<file path="src/irle_pkg.sv">
// Shared types and constants of the run-length pixel decoder.
// No dependencies; every other file of the block uses this package.
package irle_pkg;

   // Width of the pixel counters and of the configuration data
   localparam int COUNT_BITS = 24;

   // Configuration register indexes
   localparam int CSR_IDX_BITS = 1;
   localparam logic [CSR_IDX_BITS-1:0] CSR_COMPRESSED_MODE = 1'b0;
   localparam logic [CSR_IDX_BITS-1:0] CSR_PIXEL_COUNT     = 1'b1;

   // Control byte thresholds
   localparam logic [7:0] ZERO_RUN_BASE  = 8'd128;
   localparam logic [7:0] VALUE_RUN_BASE = 8'd192;

   // Run queue between front and back
   localparam int QUEUE_DEPTH    = 4;
   localparam int QUEUE_PTR_BITS = $clog2(QUEUE_DEPTH);
   localparam int QUEUE_CNT_BITS = $clog2(QUEUE_DEPTH + 1);

   // One decoded run
   typedef struct packed {
      logic [7:0] pixel_value;
      logic [7:0] run_length;
      logic       image_done;
      logic       overrun;
   } run_type;

   // Front to queue: one run to be written
   typedef struct packed {
      logic    valid;
      run_type run;
   } push_type;

endpackage

</file>
<file path="src/irle_front.sv">
// Front end: configuration registers, byte classification, pixel counting
// and run clipping. Depends on irle_pkg; feeds irle_queue.
module irle_front (
   input  logic                                clock,
   input  logic                                reset,
   input  logic                                csr_write_en,
   input  logic [irle_pkg::CSR_IDX_BITS-1:0]   csr_index,
   input  logic [irle_pkg::COUNT_BITS-1:0]     csr_wdata,
   input  logic                                req_valid,
   output logic                                req_ready,
   input  logic [7:0]                          req_byte_in,
   input  logic                                req_start_image,
   input  logic                                queue_full,
   output irle_pkg::push_type                  push
);

   typedef enum logic [1:0] {
      PH_CTRL = 2'd0,
      PH_LIT  = 2'd1,
      PH_VAL  = 2'd2
   } phase_type;

   phase_type                       phase_ff, phase_in, phase_cur;
   logic [7:0]                      literals_left_ff, literals_left_in, lit_cur, lit_dec;
   logic [5:0]                      pending_run_ff, pending_run_in, pend_cur;
   logic [irle_pkg::COUNT_BITS-1:0] pixels_left_ff, pixels_left_in, pl_cur;
   logic                            compressed_mode_ff;
   logic [irle_pkg::COUNT_BITS-1:0] pixel_count_ff;
   logic                            accept;
   logic                            emit;
   logic                            extra_clip;
   logic                            clip;
   logic [7:0]                      run_value;
   logic [7:0]                      run_len;
   logic [7:0]                      len_out;
   logic [7:0]                      byte_diff;

   assign req_ready = !queue_full;
   assign accept    = req_valid && req_ready;

   // Decode one byte against the current state
   always_comb begin
      pl_cur     = req_start_image ? pixel_count_ff : pixels_left_ff;
      phase_cur  = req_start_image ? PH_CTRL : phase_ff;
      lit_cur    = req_start_image ? 8'd0 : literals_left_ff;
      pend_cur   = req_start_image ? 6'd0 : pending_run_ff;
      lit_dec    = lit_cur - 8'd1;
      byte_diff  = 8'd0;
      emit       = 1'b0;
      extra_clip = 1'b0;
      run_value  = 8'd0;
      run_len    = 8'd0;
      phase_in         = phase_cur;
      literals_left_in = lit_cur;
      pending_run_in   = pend_cur;

      if (pl_cur != '0) begin
         unique case (phase_cur)
            PH_LIT: begin
               // one literal pixel; end of image cuts the block short
               emit       = 1'b1;
               run_value  = req_byte_in;
               run_len    = 8'd1;
               extra_clip = (pl_cur == irle_pkg::COUNT_BITS'(1)) && (lit_dec != 8'd0);
               if ((lit_dec == 8'd0) || (pl_cur == irle_pkg::COUNT_BITS'(1))) begin
                  phase_in         = PH_CTRL;
                  literals_left_in = 8'd0;
               end else begin
                  literals_left_in = lit_dec;
               end
            end
            PH_VAL: begin
               // value byte of a pending run
               emit           = 1'b1;
               run_value      = req_byte_in;
               run_len        = {2'b00, pend_cur};
               phase_in       = PH_CTRL;
               pending_run_in = 6'd0;
            end
            default: begin
               // control byte
               phase_in = PH_CTRL;
               if (compressed_mode_ff) begin
                  byte_diff = req_byte_in - irle_pkg::ZERO_RUN_BASE;
                  if (req_byte_in > irle_pkg::ZERO_RUN_BASE) begin
                     emit    = 1'b1;
                     run_len = byte_diff;
                  end else if (req_byte_in != 8'd0) begin
                     literals_left_in = req_byte_in;
                     phase_in         = PH_LIT;
                  end
               end else begin
                  byte_diff = req_byte_in - irle_pkg::VALUE_RUN_BASE;
                  if (req_byte_in > irle_pkg::VALUE_RUN_BASE) begin
                     pending_run_in = byte_diff[5:0];
                     phase_in       = PH_VAL;
                  end else begin
                     emit      = 1'b1;
                     run_value = req_byte_in;
                     run_len   = 8'd1;
                  end
               end
            end
         endcase
      end

      // clip the run to the pixels still owed
      clip    = irle_pkg::COUNT_BITS'(run_len) > pl_cur;
      len_out = clip ? pl_cur[7:0] : run_len;
      pixels_left_in = emit ? (pl_cur - irle_pkg::COUNT_BITS'(len_out)) : pl_cur;

      push.valid           = accept && emit;
      push.run.pixel_value = run_value;
      push.run.run_length  = len_out;
      push.run.image_done  = (pixels_left_in == '0);
      push.run.overrun     = extra_clip || clip;
   end

   // State and configuration registers
   always_ff @(posedge clock) begin
      if (reset) begin
         phase_ff           <= PH_CTRL;
         literals_left_ff   <= 8'd0;
         pending_run_ff     <= 6'd0;
         pixels_left_ff     <= '0;
         compressed_mode_ff <= 1'b0;
         pixel_count_ff     <= '0;
      end else begin
         if (csr_write_en) begin
            unique case (csr_index)
               irle_pkg::CSR_COMPRESSED_MODE: compressed_mode_ff <= csr_wdata[0];
               irle_pkg::CSR_PIXEL_COUNT:     pixel_count_ff     <= csr_wdata;
               default: ;
            endcase
         end
         if (accept) begin
            phase_ff         <= phase_in;
            literals_left_ff <= literals_left_in;
            pending_run_ff   <= pending_run_in;
            pixels_left_ff   <= pixels_left_in;
         end
      end
   end

   // A run never leaves with zero length
   a_run_nonzero: assert property (@(posedge clock) disable iff (reset)
      push.valid |-> push.run.run_length != 8'd0)
      else $error("front emitted an empty run");

   // A run flagged as last leaves no pixels owed
   a_done_empties: assert property (@(posedge clock) disable iff (reset)
      push.valid && push.run.image_done |=> pixels_left_ff == '0)
      else $error("image_done set with pixels still owed");

   // Waiting for a value byte implies a nonzero pending run
   a_pending_set: assert property (@(posedge clock) disable iff (reset)
      phase_ff == PH_VAL |-> pending_run_ff != 6'd0)
      else $error("value phase without a pending run");

endmodule

</file>
<file path="src/irle_queue.sv">
// Short run queue that decouples the front end from the output stage.
// Depends on irle_pkg.
module irle_queue (
   input  logic               clock,
   input  logic               reset,
   input  irle_pkg::push_type push,
   input  logic               pop,
   output logic               full,
   output logic               head_valid,
   output irle_pkg::run_type  head_run
);

   irle_pkg::run_type                   entry_ff [irle_pkg::QUEUE_DEPTH];
   logic [irle_pkg::QUEUE_PTR_BITS-1:0] wr_ptr_ff, rd_ptr_ff;
   logic [irle_pkg::QUEUE_CNT_BITS-1:0] count_ff, count_in;
   logic                                do_pop;

   assign full       = (count_ff == irle_pkg::QUEUE_CNT_BITS'(irle_pkg::QUEUE_DEPTH));
   assign head_valid = (count_ff != '0);
   assign head_run   = entry_ff[rd_ptr_ff];
   assign do_pop     = pop && head_valid;

   // Occupancy
   always_comb begin
      count_in = count_ff;
      if (push.valid && !do_pop) begin
         count_in = count_ff + 1'b1;
      end else if (!push.valid && do_pop) begin
         count_in = count_ff - 1'b1;
      end
   end

   // Entry storage, no reset
   always_ff @(posedge clock) begin
      if (push.valid) begin
         entry_ff[wr_ptr_ff] <= push.run;
      end
   end

   // Pointers
   always_ff @(posedge clock) begin
      if (reset) begin
         wr_ptr_ff <= '0;
         rd_ptr_ff <= '0;
         count_ff  <= '0;
      end else begin
         if (push.valid) begin
            wr_ptr_ff <= wr_ptr_ff + 1'b1;
         end
         if (do_pop) begin
            rd_ptr_ff <= rd_ptr_ff + 1'b1;
         end
         count_ff <= count_in;
      end
   end

   // Front end never writes into a full queue
   a_no_overflow: assert property (@(posedge clock) disable iff (reset)
      push.valid |-> !full)
      else $error("run queue overflow");

   // Occupancy tracks the pointer distance
   a_count_ptrs: assert property (@(posedge clock) disable iff (reset)
      (count_ff != irle_pkg::QUEUE_CNT_BITS'(irle_pkg::QUEUE_DEPTH)) |->
      (irle_pkg::QUEUE_PTR_BITS'(wr_ptr_ff - rd_ptr_ff) ==
       count_ff[irle_pkg::QUEUE_PTR_BITS-1:0]))
      else $error("run queue count and pointers disagree");

endmodule

</file>
<file path="src/irle_back.sv">
// Output stage: holds one run on the response channel until it is taken.
// Depends on irle_pkg; reads from irle_queue.
module irle_back (
   input  logic              clock,
   input  logic              reset,
   input  logic              head_valid,
   input  irle_pkg::run_type head_run,
   output logic              pop,
   output logic              rsp_valid,
   input  logic              rsp_ready,
   output irle_pkg::run_type rsp_run
);

   logic              rsp_valid_ff;
   irle_pkg::run_type rsp_run_ff;

   // Refill when the register is empty or being drained
   assign pop       = head_valid && (!rsp_valid_ff || rsp_ready);
   assign rsp_valid = rsp_valid_ff;
   assign rsp_run   = rsp_run_ff;

   always_ff @(posedge clock) begin
      if (reset) begin
         rsp_valid_ff <= 1'b0;
      end else if (pop) begin
         rsp_valid_ff <= 1'b1;
      end else if (rsp_ready) begin
         rsp_valid_ff <= 1'b0;
      end
   end

   always_ff @(posedge clock) begin
      if (pop) begin
         rsp_run_ff <= head_run;
      end
   end

   // A run taken from the queue is presented next cycle
   a_pop_shows: assert property (@(posedge clock) disable iff (reset)
      pop |=> rsp_valid_ff)
      else $error("popped run not presented");

endmodule

</file>
<file path="src/image_rle_pixel_decoder_unit.sv">
// Run-length pixel decoder for 8-bit paletted images: one raw byte per
// request, at most one (pixel, run length) response per byte. Set the mode and
// the pixel count through the CSR port while idle, then mark the first byte of
// each image with req_start_image. Every byte is decoded in the cycle it is
// accepted, so a new request is taken each clock while the queue has room; the
// front end's combinational compare/subtract on the pixel counter sets that
// rate. Runs pass through a four-entry queue and then an output register on the
// way to the response, and requests stall only when the queue fills under
// response back-pressure.
module image_rle_pixel_decoder_unit (
   input  logic                              clock,
   input  logic                              reset,
   input  logic                              csr_write_en,
   input  logic [irle_pkg::CSR_IDX_BITS-1:0] csr_index,
   input  logic [irle_pkg::COUNT_BITS-1:0]   csr_wdata,
   input  logic                              req_valid,
   output logic                              req_ready,
   input  logic [7:0]                        req_byte_in,
   input  logic                              req_start_image,
   output logic                              rsp_valid,
   input  logic                              rsp_ready,
   output logic [7:0]                        rsp_pixel_value,
   output logic [7:0]                        rsp_run_length,
   output logic                              rsp_image_done,
   output logic                              rsp_overrun
);

   irle_pkg::push_type push;
   irle_pkg::run_type  head_run;
   irle_pkg::run_type  rsp_run;
   logic               queue_full;
   logic               head_valid;
   logic               pop;

   irle_front u_front (
      .clock           (clock),
      .reset           (reset),
      .csr_write_en    (csr_write_en),
      .csr_index       (csr_index),
      .csr_wdata       (csr_wdata),
      .req_valid       (req_valid),
      .req_ready       (req_ready),
      .req_byte_in     (req_byte_in),
      .req_start_image (req_start_image),
      .queue_full      (queue_full),
      .push            (push)
   );

   irle_queue u_queue (
      .clock      (clock),
      .reset      (reset),
      .push       (push),
      .pop        (pop),
      .full       (queue_full),
      .head_valid (head_valid),
      .head_run   (head_run)
   );

   irle_back u_back (
      .clock      (clock),
      .reset      (reset),
      .head_valid (head_valid),
      .head_run   (head_run),
      .pop        (pop),
      .rsp_valid  (rsp_valid),
      .rsp_ready  (rsp_ready),
      .rsp_run    (rsp_run)
   );

   assign rsp_pixel_value = rsp_run.pixel_value;
   assign rsp_run_length  = rsp_run.run_length;
   assign rsp_image_done  = rsp_run.image_done;
   assign rsp_overrun     = rsp_run.overrun;

endmodule

</file>
<file path="config.mk">
export PLATFORM = sky130hd
export DESIGN_NAME = image_rle_pixel_decoder_unit
export DESIGN_NICKNAME = d
export VERILOG_FILES = /design/src/irle_pkg.sv /design/src/irle_front.sv /design/src/irle_queue.sv /design/src/irle_back.sv /design/src/image_rle_pixel_decoder_unit.sv
export SDC_FILE = /design/constraint.sdc
export NUM_CORES = 1
export LEC_CHECK = 0
export ABC_AREA = 1
export BUFFER_PORTS_ARGS = -buffer_cell sky130_fd_sc_hd__buf_2
export CAP_MARGIN = 30
export CORE_ASPECT_RATIO = 2
export CORE_UTILIZATION = 40
export DETAILED_ROUTE_END_ITERATION = 8
export GPL_ROUTABILITY_DRIVEN = 1
export HOLD_SLACK_MARGIN = 0.1
export MAX_ROUTING_LAYER = met4
export PLACE_DENSITY_LB_ADDON = 0.05
export RECOVER_POWER = 100
export SYNTH_ARGS = -nofsm -noshare
export SYNTH_HDL_FRONTEND = slang
export SYNTH_SLANG_ARGS = --single-unit
</file>
<file path="constraint.sdc">
create_clock -name clock -period 17 [get_ports clock]
set_clock_uncertainty 0.2 [all_clocks]
set_input_delay 1.7 -clock clock [delete_from_list [all_inputs] [get_ports clock]]
set_output_delay 1.7 -clock clock [all_outputs]
set_load 0.005 [all_outputs]
</file>
==> Yosys cells after proc, flatten, opt, wreduce, memory -nomap -nowiden <==
Memories as Yosys holds them, arrays and structs flattened. A register that Yosys moved wholly into a read port is not among the register bits.
Cells that the tools add are included.
{ "op_classes": {"n_mul": 0, "addsub": 8, "mux": 45, "shifts": 0, "eq_ne": 4, "bitwise_logic": 1, "reduce_logical": 25, "order_cmp": 3, "div": 0} }
{ "op_table": {"columns": ["cell", "n"], "rows": [
  ["8-bit two-way mux", 14],
  ["24-bit two-way mux", 2],
  ["8-bit one-hot mux with 2 select lines", 2],
  ["24-bit by 1-bit equality test with 1-bit output, second input constant", 1],
  ["8-bit by 24-bit greater-than comparator with 1-bit output", 1],
  ["24-bit logical NOT", 1],
  ["6-bit two-way mux", 4],
  ["24-bit nonzero test", 1],
  ["24-bit by 8-bit subtractor with 24-bit output", 1],
  ["8-bit greater-than comparator, second input constant", 2],
  ["8-bit nonzero test", 2],
  ["1-bit two-way mux", 13],
  ["2-bit two-way mux", 6],
  ["6-bit one-hot mux with 2 select lines", 1],
  ["8-bit logical NOT", 1],
  ["8-bit by 1-bit subtractor with 8-bit output, second input constant", 1],
  ["8-bit subtractor, second input constant", 1],
  ["1-bit logical AND", 7],
  ["3-bit two-way mux", 2],
  ["6-bit by 1-bit subtractor with 6-bit output, second input constant", 1],
  ["2-bit by 1-bit adder with 2-bit output, second input constant", 2],
  ["1-bit logical NOT", 4],
  ["2-bit one-hot mux with 2 select lines", 1],
  ["2-bit AND reduction", 2],
  ["10 further kinds", 13]
]} }
{ "totals": {"in_bits": 39, "n_memories": 1, "word_cells": 97, "latchBits": 0, "romBits": 0, "ramBits": 72, "regBits": 73} }
{ "mem_list": {"columns": ["name", "words", "width", "read_ports", "rd_clocked_by_memory_dff", "write_ports", "line", "text"], "rows": [
  ["u_queue.entry_ff", 4, 18, 1, 1, 1, "irle_queue.sv:13", "irle_pkg::run_type entry_ff [irle_pkg::QUEUE_DEPTH];"]
]} }

==> Logic depth before layout (Yosys ltp) <==
Gate-level depths: netlist of the first run.
{ "logic_depth": {"word_depth": 10, "ltp_mapped": 44} }

==> By module <==
Synthesis of the first run repeated with hierarchy kept, for this count alone.
{ "unflattened": {"cells_unflattened": 1287, "hier_area_um2": 9517.9} }
{ "modules_own_cells": {"columns": ["module", "seq_area_each_um2", "area_per_inst_um2", "cells_each", "instances"], "rows": [
  ["irle_front", 1301.2, 5756.8, 1026, 1],
  ["irle_queue", 2342.2, 3173.0, 237, 1],
  ["irle_back", 560.5, 588.1, 24, 1]
]} }

==> Worst setup path before layout of the first run <==
OpenSTA, ideal clock, no wires.
{ "synth_path": {"path_type": "input to register", "startpoint": "in req_start_image", "endpoint": "mem u_queue.entry_ff[0][1] (netlist name), data pin", "arrival_time_ps": 6223, "setup_time_ps": 167, "required_time_ps": 16633, "stages": 42, "setup_slack_ps": 10411, "path_cell_list": "buf_6 inv_2 buf_6 buf_6 buf_6 nand2_1 inv_1 ha_1 clkbuf_1 nor2_1 o21ai_0 o21ai_0 nor3_1 nand2_1 ha_1 inv_1 a21oi_1 o21ai_0 (+6 left out) a21oi_2 inv_2 fa_1 inv_1 nand3_1 nand2_1 nand2_1 nand2_1 inv_1 nand3_1 nand2_1 nand3_1 nand2_1 nor2_1 nand2_1 nor2_1 nand2_1 nor2_1"} }
{ "synth_lines": {"columns": ["element", "line", "text"], "rows": [
  ["from (decl)", "image_rle_pixel_decoder_unit.sv:19", "input logic req_start_image,"],
  ["to (decl)", "irle_queue.sv:13", null]
]} }

==> impl_metrics.py, run 1 <==
metrics = {
    "run_status": {
        "run_status": "finished, violations left",
        "violations_in_the_final_reports": "max-capacitance violations, max-slew violations",
    },
    "setup_path": {
        "worstPathMaxFanout": 38,
        "end_kind": "flip-flop",
        "cpPeakStageDelay_ns": 1.23,
        "cp_data_required_time_ns": 17.02,
        "cell_repeated_most_along_the_worst_path": "sky130_fd_sc_hd__nand2_1",
        "setup.worst_path.class": "in -> reg",
        "critical_path_start_type": "input pin",
        "worst_path_max_delay_cell": "sky130_fd_sc_hd__nand3_1",
        "cp_data_arrival_time_ns": 11.18,
    },
    "clock_network": {
        "cts_repair_resize_count": 0,
        "tritoncts": "done",
        "htree_levels": 4,
        "tritoncts.num_buffers": 17,
        "worst_skew_pair.late_latency_ns": 0.45,
        "ctsRootBufferMaster": "sky130_fd_sc_hd__clkbuf_16",
        "cts-hold-fix-buffers": 0,
        "cts.repair_timing.setup_buffer_count": 0,
        "clock_slew_at_the_register_clock_pins_of_the_worst_setup_and_hold_paths_ns": 0.06,
        "cts_sinks": 163,
        "clockBufferDepth": 2,
    },
    "global_routing": {
        "grt.total_usage_pct": 24.7,
        "grt_antenna_before_repair": 0,
        "grt_start_max_net_pins": 39,
        "grt.overflow.total": 0,
        "first_pass_grt_wire_length_mm": 42.3,
        "first_global_vias": 8267,
    },
    "sta": {
        "post_route_worst_setup_slack_ns": 5.83,
        "timing.setup.tns_ns": 0,
        "fmax_ghz": 0.0896,
        "layout_min_cycle_time_ns": 11.17,
        "max_slew_margin_pct": -18.0,
        "timing.final.max_slew_violations": 105,
        "worst_pin_slew_ns": 1.77,
        "timing_hold_violations_final": 0,
        "rsz0062_at_grt": "false",
        "final_min_period_over_clock_period_pct": 65.7,
        "finalSetupViolCount": 0,
    },
    "detailed_routing": {
        "met2_length_mm": 15.8,
        "met3_length_um": 502,
        "drt-met1-wl_mm": 9.44,
        "top_layer": "met4",
        "post_route_drc_violation_count": 0,
        "antenna_violating_nets_left": 0,
        "first_iter_violations": 402,
        "totalWireLength_mm": 27.1,
        "routed-via-count": 8233,
        "routed_wire_length_per_instance_um": 16.7,
        "vias_per_cell": 5.09,
        "first_pass_iters": 5,
    },
    "floorplanning": {
        "core_region_area_um2": 22800,
        "chipHeight_um": 218,
        "overall_die_area_um2": 24000,
        "rows": 78,
        "initial_core_util_pct": 41.0,
        "die_width_um": 110,
        "top_level_ports": 59,
    },
    "pwr": {
        "seq_power_share_pct": 37.7,
        "power.density_cell_area_nw_per_um2": 135,
        "switching_share_pct": 37.9,
        "pwr-share-clk_pct": 27.4,
        "power_share_of_the_combinational_group_pct": 34.9,
        "p_int_w": 0.000865,
        "vdd.ir_drop.worst_mv": 0.0994,
        "power.switching_w": 0.000528,
        "p_leak_nw": 4.85,
    },
    "layout": {
        "area_delta_synth_final_pct": 10.4,
        "instances_no_fill": 1617,
        "finish.net_count": 1390,
        "finish.utilization_pct": 45.2,
        "drive_gt1_share_pct": 7.78,
        "num_antenna_cells": 0,
    },
    "synth": {
        "ys_warn_count": 0,
        "yosys_register_bits": 163,
        "synth_common_cells": "326 x sky130_fd_sc_hd__nand2_1, 214 x sky130_fd_sc_hd__nor2_1, 156 x sky130_fd_sc_hd__inv_1, 114 x sky130_fd_sc_hd__o21ai_0, 90 x sky130_fd_sc_hd__edfxtp_1",
        "avgSynthCellArea_um2": 7.27,
        "post_synth_edffs": 90,
        "synth_top_area_share_pct": 28.9,
        "synth.cell_area_um2": 9360,
        "synth_async_sr_flop_share_pct": 0,
        "synth-main-ff-cell": "sky130_fd_sc_hd__edfxtp_1",
        "yosysMostFrequentCell": "sky130_fd_sc_hd__nand2_1",
        "synth_nets": 1352,
        "postSynthCellCount": 1286,
        "share_of_the_yosys_chip_area_belonging_to_registers_pct": 44.5,
        "yosys.area.top_type": "sky130_fd_sc_hd__edfxtp_1",
        "synthTopCellsByArea": "sky130_fd_sc_hd__edfxtp_1 29%, sky130_fd_sc_hd__dfxtp_1 16%, sky130_fd_sc_hd__nand2_1 13%, sky130_fd_sc_hd__nor2_1 8.6%, sky130_fd_sc_hd__inv_1 6.3%",
        "ys_types": 40,
    },
    "placed_design": {
        "finalWeightedCongestion": 0.963,
        "place.detailed.instances": 1585,
        "dp.final_hpwl_mm": 20.5,
        "placement.setup.worst_slack_ns": 8.37,
        "io_buffer_count": 58,
    },
    "job": {
        "cap_viol_max_count": 3,
    },
    "min_path": {
        "hold_path_class": "reg -> reg",
    },
}
-- cells by family (layout without fill, tap and decap cells) --
family	Yosys count	count (layout)	share of synthesized area [%]
other	1	1	0.0401
buffers and inverters	215	266	9.36
xor gates and xnor gates	8	8	0.749
adders and majority gates	27	27	3.77
AOI/OAI and AO/OA	219	219	12.8
muxes	1	1	0.120
DFF	163	163	44.5
and+or+nand+nor	652	652	28.7
-- path summary, 6_finish.rpt --
path	from	end	slack [ns]	cells after the start
setup / recovery	req_start_image	u_queue.entry_ff[2][1]$_DFFE_PP_	5.83	35
hold / removal	u_front.literals_left_ff[2]$_SDFFE_PP0P_	u_front.literals_left_ff[2]$_SDFFE_PP0P_	0.27	2
setup reg to reg	u_front.pixel_count_ff[12]$_SDFFE_PP0P_	u_queue.entry_ff[2][1]$_DFFE_PP_	9.37	32
hold reg to reg	u_front.literals_left_ff[2]$_SDFFE_PP0P_	u_front.literals_left_ff[2]$_SDFFE_PP0P_	0.27	2
-- power by group through the flow --
stage / Sequential [W] / Clock (W) / Combinational, W
after global placement: 0.000531 / 0 / 0.000500
after floorplan: 0.000528 / 0 / 0.000342
after detailed placement: 0.000532 / 0 / 0.000502
final: 0.000525 / 0.000382 / 0.000486
after global routing: 0.000534 / 0.000407 / 0.000557
after CTS: 0.000524 / 0.000391 / 0.000503
-- layer usage --
layer | vias to the layer above | track usage, %
met5 | - | -
met4 | 0 | 13.2
met3 | 62 | 3.91
met2 | 131 | 48.3
met1 | 3802 | 21.3
li1 | 4238 | -
-- per-stage QoR --
step                total power (W)  hold WS (ns)  instance area, um^2
floorplan                  0.000870         0.243                 9360
global placement            0.00103         0.253                 9830
detailed placement          0.00103         0.257                 9830
CTS                         0.00142         0.267                10400
global route                0.00150         0.284                10300
finish                      0.00139         0.266                10300
-- registers in the layout, summed over array words and instances (netlist names) --
| signal | count |
|---|---|
| u_queue.entry_ff | 72 |
| u_front.pixel_count_ff | 24 |
| u_front.pixels_left_ff | 24 |
| u_back.rsp_run | 18 |
| u_front.literals_left_ff | 8 |
| u_front.pending_run_ff | 6 |
| u_queue.count_ff | 3 |
| u_front.phase_ff | 2 |
| u_queue.rd_ptr_ff | 2 |
| u_queue.wr_ptr_ff | 2 |
| u_back.rsp_valid | 1 |
| u_front.compressed_mode_ff | 1 |
-- area by class of cell --
cell class                 instances  area (um^2)
fill                            2452        12500
multi-input combinational        908         4290
sequential                       163         4160
inverter                         164          616
clock buffer                      19          433
tap                              280          350
timing repair buffer              70          335
clock inverter                    13          149
-- worst max-delay path, delay by kind of cell --
kind / cells / cell delay (ns)
adders and majority gates: 2 / 0.78
buffers and inverters: 8 / 3.20
AOI/OAI and AO/OA: 4 / 1.08
and+or+nand+nor: 21 / 4.38
-- cell usage in the layout (no fill, tap or decap), drive strengths merged --
cell type / instances
xor2: 7
xnor2: 1
bufinv: 2
clkbuf: 41
nand4: 14
nor2b: 1
edfxtp: 90
a31oi: 3
mux2: 1
dfxtp: 73
a21oi: 61
nand3: 65
nand3b: 3
nor3b: 1
o21ai: 118
o22ai: 18
a22oi: 1
nor2: 223
nor3: 2
ha: 25
fa: 2
conb: 1
inv: 166
or2: 1
clkinv: 5
clkinvlp: 4
a32oi: 3
buf: 48
o21bai: 2
o211ai: 13
nand2: 342
Power figures use the tool's default switching activity.
==> run 2: changes to the inputs <==
- ABC_AREA: 1 -> 0
- clock period: 17 -> 9 ns (I/O delays scaled with it)
==> run 2 against run 1 <==
The run still ends with max-capacitance violations, max-slew violations left. Sequential share of layout area grew 3.4 points. Combinational power grew 48%. Setup slack lost 5.3 ns. Sequential cell count is the same. Clock power grew 80%. Largest power group unchanged.
==> impl_metrics.py, run 2 <==
metrics = {
    "sta": {
        "max_slew_margin_pct": -136,
        "worst_pin_slew_ns": 3.54,
        "layout_min_cycle_time_ns": 8.46,
        "timing_hold_violations_final": 0,
        "finalSetupViolCount": 0,
        "final_min_period_over_clock_period_pct": 94.0,
        "timing.setup.tns_ns": 0,
        "fmax_ghz": 0.118,
        "rsz0062_at_grt": "false",
        "whs_ns": 0.251,
        "timing.final.max_slew_violations": 96,
    },
    "global_routing": {
        "first_pass_grt_wire_length_mm": 35.9,
        "grt.total_usage_pct": 22.6,
        "grt_antenna_before_repair": 0,
        "grt.overflow.total": 0,
        "first_global_vias": 6737,
        "grt_start_max_net_pins": 75,
    },
    "synth": {
        "post_synth_edffs": 90,
        "ys_warn_count": 0,
        "synth.cell_area_um2": 8480,
        "synthTopCellsByArea": "sky130_fd_sc_hd__edfxtp_1 32%, sky130_fd_sc_hd__dfxtp_1 17%, sky130_fd_sc_hd__mux4_2 4.8%, sky130_fd_sc_hd__nand2_1 4.6%, sky130_fd_sc_hd__a21oi_1 3.9%",
        "ys_types": 75,
        "yosysMostFrequentCell": "sky130_fd_sc_hd__nand2_1",
        "avgSynthCellArea_um2": 10.5,
        "synth_common_cells": "105 x sky130_fd_sc_hd__nand2_1, 90 x sky130_fd_sc_hd__edfxtp_1, 73 x sky130_fd_sc_hd__dfxtp_1, 66 x sky130_fd_sc_hd__a21oi_1, 63 x sky130_fd_sc_hd__nor2_1",
        "synth_nets": 876,
        "postSynthCellCount": 810,
        "yosys.area.top_type": "sky130_fd_sc_hd__edfxtp_1",
        "synth-main-ff-cell": "sky130_fd_sc_hd__edfxtp_1",
        "yosys_register_bits": 163,
        "share_of_the_yosys_chip_area_belonging_to_registers_pct": 49.1,
        "synth_async_sr_flop_share_pct": 0,
        "synth_top_area_share_pct": 31.9,
    },
    "layout": {
        "largest_register_ffs": 72,
        "regMostFlops": "u_queue.entry_ff",
        "commonest_cells_after_routing_fill_and_taps_aside": "105 x sky130_fd_sc_hd__nand2_1, 90 x sky130_fd_sc_hd__edfxtp_1, 73 x sky130_fd_sc_hd__dfxtp_1, 65 x sky130_fd_sc_hd__a21oi_1, 64 x sky130_fd_sc_hd__nor2_1",
        "layout.cells.most_common": "sky130_fd_sc_hd__nand2_1",
        "num_antenna_cells": 0,
        "area_delta_synth_final_pct": 12.4,
        "finish.net_count": 927,
        "reg.largest.list": "u_queue.entry_ff (72), u_front.pixel_count_ff (24), u_front.pixels_left_ff (24)",
        "area_of_all_placed_cells_without_fillers_um2": 9540,
        "drive_gt1_share_pct": 14.6,
    },
    "clock_network": {
        "cts.repair_timing.setup_buffer_count": 0,
        "cts_sinks": 163,
        "ctsRootBufferMaster": "sky130_fd_sc_hd__clkbuf_16",
        "cts-hold-fix-buffers": 0,
        "worst_skew_pair.late_latency_ns": 0.44,
        "htree_levels": 4,
        "clock_slew_at_the_register_clock_pins_of_the_worst_setup_and_hold_paths_ns": 0.06,
        "clockBufferDepth": 2,
        "tritoncts": "done",
        "cts_repair_resize_count": 0,
        "tritoncts.num_buffers": 17,
    },
    "setup_path": {
        "end_kind": "flip-flop",
        "worst_path_max_delay_cell": "sky130_fd_sc_hd__a2111oi_0",
        "worstPathCellList": "buf_2 -> or3b_1 -> a211oi_2 -> and4_4 -> and2_0 -> clkbuf_1 -> nor2_1 -> ha_1 -> a21oi_1 -> o21ai_0 -> o21a_1 -> and2_1 -> mux2i_1 -> ha_1 -> nor2b_1 -> o31a_1 -> o311a_1 -> a2111oi_0 -> xor2_1 -> nand2_1 -> or4_1 -> nor4_2",
        "worstPathBufferInverterCount": 2,
        "worst_r2r_endpoint": "u_queue.entry_ff[1][1]$_DFFE_PP_",
        "setup.worst_path.class": "in -> reg",
        "cp_data_required_time_ns": 8.96,
        "cell_repeated_most_along_the_worst_path": "sky130_fd_sc_hd__ha_1",
        "critical_path_start_type": "input pin",
        "reg2reg_depth": 21,
        "cell_family_with_most_cp_delay": "simple AND/OR/NAND/NOR gates",
        "cp_data_arrival_time_ns": 8.42,
        "worstReg2RegStart": "u_front.pixels_left_ff[16]$_SDFFE_PP0P_",
        "internal_reg_to_reg_setup_slack_ns": 1.31,
        "worstPathMaxFanout": 31,
        "cpPeakStageDelay_ns": 0.84,
    },
    "placed_design": {
        "finalWeightedCongestion": 0.895,
        "io_buffer_count": 58,
        "detailed_place.area_um2": 9080,
        "dp.final_hpwl_mm": 17.1,
    },
    "floorplanning": {
        "overall_die_area_um2": 21800,
        "initial_core_util_pct": 40.5,
        "rows": 75,
        "die_width_um": 105,
        "top_level_ports": 59,
        "chipHeight_um": 208,
        "core_region_area_um2": 20900,
    },
    "detailed_routing": {
        "routed_wire_length_per_instance_um": 20.0,
        "vias_per_cell": 5.68,
        "first_iter_violations": 345,
        "post_route_drc_violation_count": 0,
        "antenna_violating_nets_left": 0,
        "totalWireLength_mm": 22.9,
        "routed-via-count": 6493,
        "first_pass_iters": 5,
    },
    "pwr": {
        "power.density_cell_area_nw_per_um2": 251,
        "vdd.ir_drop.worst_mv": 0.122,
        "p_leak_nw": 3.49,
    },
    "run_status": {
        "violations_in_the_final_reports": "max-capacitance violations, max-slew violations",
        "run_status": "finished, violations left",
    },
    "min_path": {
        "hold_path_startpoint": "u_front.pixel_count_ff[15]$_SDFFE_PP0P_",
        "timing.hold.worst_endpoint": "u_front.pixel_count_ff[15]$_SDFFE_PP0P_",
        "hold_path_class": "reg -> reg",
        "holdPathStages": 2,
    },
    "job": {
        "cap_viol_max_count": 2,
    },
}
[run 2: cells by family after synthesis]
kind of cell	share of synthesized area (%)
DFF	49.1
other	0.0442
and+or+nand+nor	16.8
AOI/OAI and AO/OA	13.5
muxes	10.3
adders and majority gates	4.16
buffers and inverters	3.75
xor gates and xnor gates	2.48
[run 2: how the worst max path moves through the flow]
stage | startpoint | end | cells after the start
after floorplan | req_start_image | u_queue.entry_ff[0][1]$_DFFE_PP_ | 35
after global placement | req_start_image | u_queue.entry_ff[0][1]$_DFFE_PP_ | 24
after detailed placement | req_start_image | u_queue.entry_ff[1][1]$_DFFE_PP_ | 24
after CTS | req_start_image | u_queue.entry_ff[1][1]$_DFFE_PP_ | 24
after global routing | req_start_image | u_queue.entry_ff[0][1]$_DFFE_PP_ | 28
final | req_start_image | u_queue.entry_ff[1][1]$_DFFE_PP_ | 22
[run 2: report_power, final]
part	internal, W	switching (W)	total [W]
Sequential	0.000931	0.0000561	0.000987
Combinational	0.000302	0.000418	0.000720
Clock	0.000389	0.000298	0.000687
[run 2: stage by stage]
step	setup WS, ns	cells	util [%]	total power (W)
after global routing	0.173	1143	45.6	0.00253
after CTS	0.726	1142	46.0	0.00244
after detailed placement	0.270	1110	43.4	0.00175
after global placement	0.546	1106	43.0	0.00173
after floorplan	1.32	810	-	0.00151
final	0.542	1143	45.6	0.00239
[run 2: worst reg2reg max path: cells and delay by family, from the launching register on]
| kind | cells | cell delay, ns |
|---|---|---|
| xor+xnor | 1 | 0.26 |
| mux | 1 | 0.32 |
| buf+inv | 1 | 0.39 |
| fa+ha+maj | 2 | 0.59 |
| compound gates | 7 | 2.42 |
| flops | 1 | 0.33 |
| simple gates | 9 | 2.94 |
[run 2: layout make-up]
cell class,count,area [um^2]
Tap cell,269,337
Clock inverter,8,81.3
Timing Repair Buffer,79,410
Clock buffer,24,462
Fill cell,2031,11400
Sequential cell,163,4160
Multi-Input combinational cell,576,4000
Inverter,24,90.1
[run 2: per-layer routing]
metal	GRT usage, %	vias to the layer above	wire length [um]
met2	42.5	165	13000
met3	3.98	69	586
li1	-	3088	-
met5	-	-	0
met4	13.3	0	1180
met1	20.9	3171	8170
==> run 3: changes to the inputs <==
- CTS_BUF_LIST: not set -> sky130_fd_sc_hd__clkbuf_4 sky130_fd_sc_hd__clkbuf_8 sky130_fd_sc_hd__clkbuf_16
==> run 3 against run 2 <==
The flow still finishes with violations (max-capacitance violations, max-slew violations). Combinational power hardly changed. First-iteration DRC count shrank 2.3%. Setup slack gained 0.022 ns. Critical path type unchanged. Largest power group unchanged.
==> impl_metrics.py, run 3 (same netlist as run 2, synthesis figures left out) <==
metrics = {
    "layout": {
        "largest_register_ffs": 72,
        "regMostFlops": "u_queue.entry_ff",
        "finish.net_count": 927,
        "layout.cells.most_common": "sky130_fd_sc_hd__nand2_1",
        "num_antenna_cells": 0,
        "drive_gt1_share_pct": 15.3,
        "final.fill_count": 2030,
        "commonest_cells_after_routing_fill_and_taps_aside": "105 x sky130_fd_sc_hd__nand2_1, 90 x sky130_fd_sc_hd__edfxtp_1, 73 x sky130_fd_sc_hd__dfxtp_1, 65 x sky130_fd_sc_hd__a21oi_1, 64 x sky130_fd_sc_hd__nor2_1",
        "area_delta_synth_final_pct": 12.7,
        "final-seq-area_um2": 4160,
        "multi_input_comb_area_um2": 4000,
        "reg.largest.list": "u_queue.entry_ff (72), u_front.pixel_count_ff (24), u_front.pixels_left_ff (24)",
    },
    "detailed_routing": {
        "totalWireLength_mm": 22.8,
        "routed-via-count": 6486,
        "antenna_violating_nets_left": 0,
        "routed_wire_length_per_instance_um": 19.9,
        "first_iter_violations": 337,
        "first_pass_iters": 5,
        "vias_per_cell": 5.67,
        "post_route_drc_violation_count": 0,
    },
    "sta": {
        "layout_min_cycle_time_ns": 8.44,
        "max_slew_margin_pct": -137,
        "timing.setup.tns_ns": 0,
        "timing_hold_violations_final": 0,
        "fmax_ghz": 0.119,
        "final_min_period_over_clock_period_pct": 93.7,
        "whs_ns": 0.254,
        "finalSetupViolCount": 0,
        "timing.final.max_slew_violations": 96,
        "rsz0062_at_grt": "false",
        "worst_pin_slew_ns": 3.56,
    },
    "floorplanning": {
        "initial_core_util_pct": 40.5,
        "chipHeight_um": 208,
        "overall_die_area_um2": 21800,
        "die_width_um": 105,
        "core_region_area_um2": 20900,
        "top_level_ports": 59,
        "rows": 75,
    },
    "setup_path": {
        "critical_path_start_type": "input pin",
        "cp_data_arrival_time_ns": 8.40,
        "worstPathBufferInverterCount": 5,
        "cell_family_with_most_cp_delay": "compound AO/OA/AOI/OAI gates",
        "setup.worst_path.class": "in -> reg",
        "worst_path_max_delay_cell": "sky130_fd_sc_hd__a2111oi_0",
        "end_kind": "flip-flop",
        "worstPathMaxFanout": 31,
        "cpPeakStageDelay_ns": 0.84,
        "cp_data_required_time_ns": 8.96,
    },
    "pwr": {
        "power.density_cell_area_nw_per_um2": 252,
        "p_leak_nw": 3.51,
        "vdd.ir_drop.worst_mv": 0.122,
    },
    "clock_network": {
        "cts-hold-fix-buffers": 0,
        "tritoncts.num_buffers": 17,
        "clock_slew_at_the_register_clock_pins_of_the_worst_setup_and_hold_paths_ns": 0.06,
        "worst_skew_pair.late_latency_ns": 0.44,
        "clockBufferDepth": 2,
        "tritoncts": "done",
        "cts_repair_resize_count": 0,
        "htree_levels": 4,
        "ctsRootBufferMaster": "sky130_fd_sc_hd__clkbuf_16",
        "cts.repair_timing.setup_buffer_count": 0,
        "cts_sinks": 163,
    },
    "global_routing": {
        "grt_start_max_net_pins": 75,
        "grt.total_usage_pct": 22.6,
        "grt.overflow.total": 0,
        "first_global_vias": 6728,
        "first_pass_grt_wire_length_mm": 35.9,
        "grt_antenna_before_repair": 0,
    },
    "placed_design": {
        "dp.final_hpwl_mm": 17.1,
        "finalWeightedCongestion": 0.895,
        "io_buffer_count": 58,
    },
    "job": {
        "cap_viol_max_count": 2,
    },
    "run_status": {
        "run_status": "finished, violations left",
        "violations_in_the_final_reports": "max-capacitance violations, max-slew violations",
    },
    "min_path": {
        "hold_path_class": "reg -> reg",
    },
}
## run 3: final cells by class
class                   count  area share [%]
clock buffers              24            5.06
clock inverters             8           0.851
inverters                  24           0.942
multi-input cells         576            41.8
flip-flops and latches    163            43.5
well taps                 269            3.52
repair buffers             79            4.29
## run 3: per-stage QoR
step,cells,setup WS (ns),total power [W],instance area [um^2],utilization [%]
global placement,1106,0.546,0.00173,9010,43.0
floorplan,810,1.32,0.00151,8480,-
detailed placement,1110,0.270,0.00175,9080,43.4
CTS,1142,0.726,0.00246,9640,46.1
finish,1143,0.564,0.00241,9560,45.7
global route,1143,0.173,0.00255,9560,45.7
## run 3: worst paths after layout
kind	start	endpoint	depth (start not counted)	slack, ns
max	req_start_image	u_queue.entry_ff[1][1]$_DFFE_PP_	28	0.56
min	u_front.pixel_count_ff[15]$_SDFFE_PP0P_	u_front.pixel_count_ff[15]$_SDFFE_PP0P_	2	0.25
max reg2reg	u_front.pixels_left_ff[16]$_SDFFE_PP0P_	u_queue.entry_ff[1][1]$_DFFE_PP_	21	1.35
min reg2reg	u_front.pixel_count_ff[15]$_SDFFE_PP0P_	u_front.pixel_count_ff[15]$_SDFFE_PP0P_	2	0.25
## run 3: per-layer routing
layer | vias up | track usage (%) | part of all wire [%]
li1 | 3087 | - | -
met1 | 3176 | 20.8 | 36
met2 | 154 | 42.5 | 57
met3 | 69 | 3.98 | 2.5
met4 | 0 | 13.3 | 5.0
met5 | - | - | 0
## run 3: worst register-to-register path, stage by stage (launching register included)
cell and delay, ns:
sky130_fd_sc_hd__dfxtp_1 0.33, sky130_fd_sc_hd__or3_1 0.44, sky130_fd_sc_hd__a211oi_2 0.46, sky130_fd_sc_hd__and4_4 0.39, sky130_fd_sc_hd__and2_0 0.36, sky130_fd_sc_hd__clkbuf_1 0.36
sky130_fd_sc_hd__nor2_1 0.18, sky130_fd_sc_hd__ha_1 0.32, sky130_fd_sc_hd__a21oi_1 0.06, sky130_fd_sc_hd__o21ai_0 0.14, sky130_fd_sc_hd__o21a_1 0.18, sky130_fd_sc_hd__and2_1 0.41
sky130_fd_sc_hd__mux2i_1 0.32, sky130_fd_sc_hd__ha_1 0.26, sky130_fd_sc_hd__nor2b_1 0.14, sky130_fd_sc_hd__o31a_1 0.30, sky130_fd_sc_hd__o311a_1 0.42, sky130_fd_sc_hd__a2111oi_0 0.84
sky130_fd_sc_hd__xor2_1 0.26, sky130_fd_sc_hd__nand2_1 0.13, sky130_fd_sc_hd__or4_1 0.47, sky130_fd_sc_hd__nor4_2 0.41
## run 3: power by group
part | switching [W] | total, W | leakage (nW) | internal (W)
sequential | 0.0000558 | 0.000986 | 1.40 | 0.000931
clock | 0.000297 | 0.000704 | 0.281 | 0.000407
combinational | 0.000417 | 0.000719 | 1.82 | 0.000302
total | 0.000769 | 0.00241 | 3.51 | 0.00164
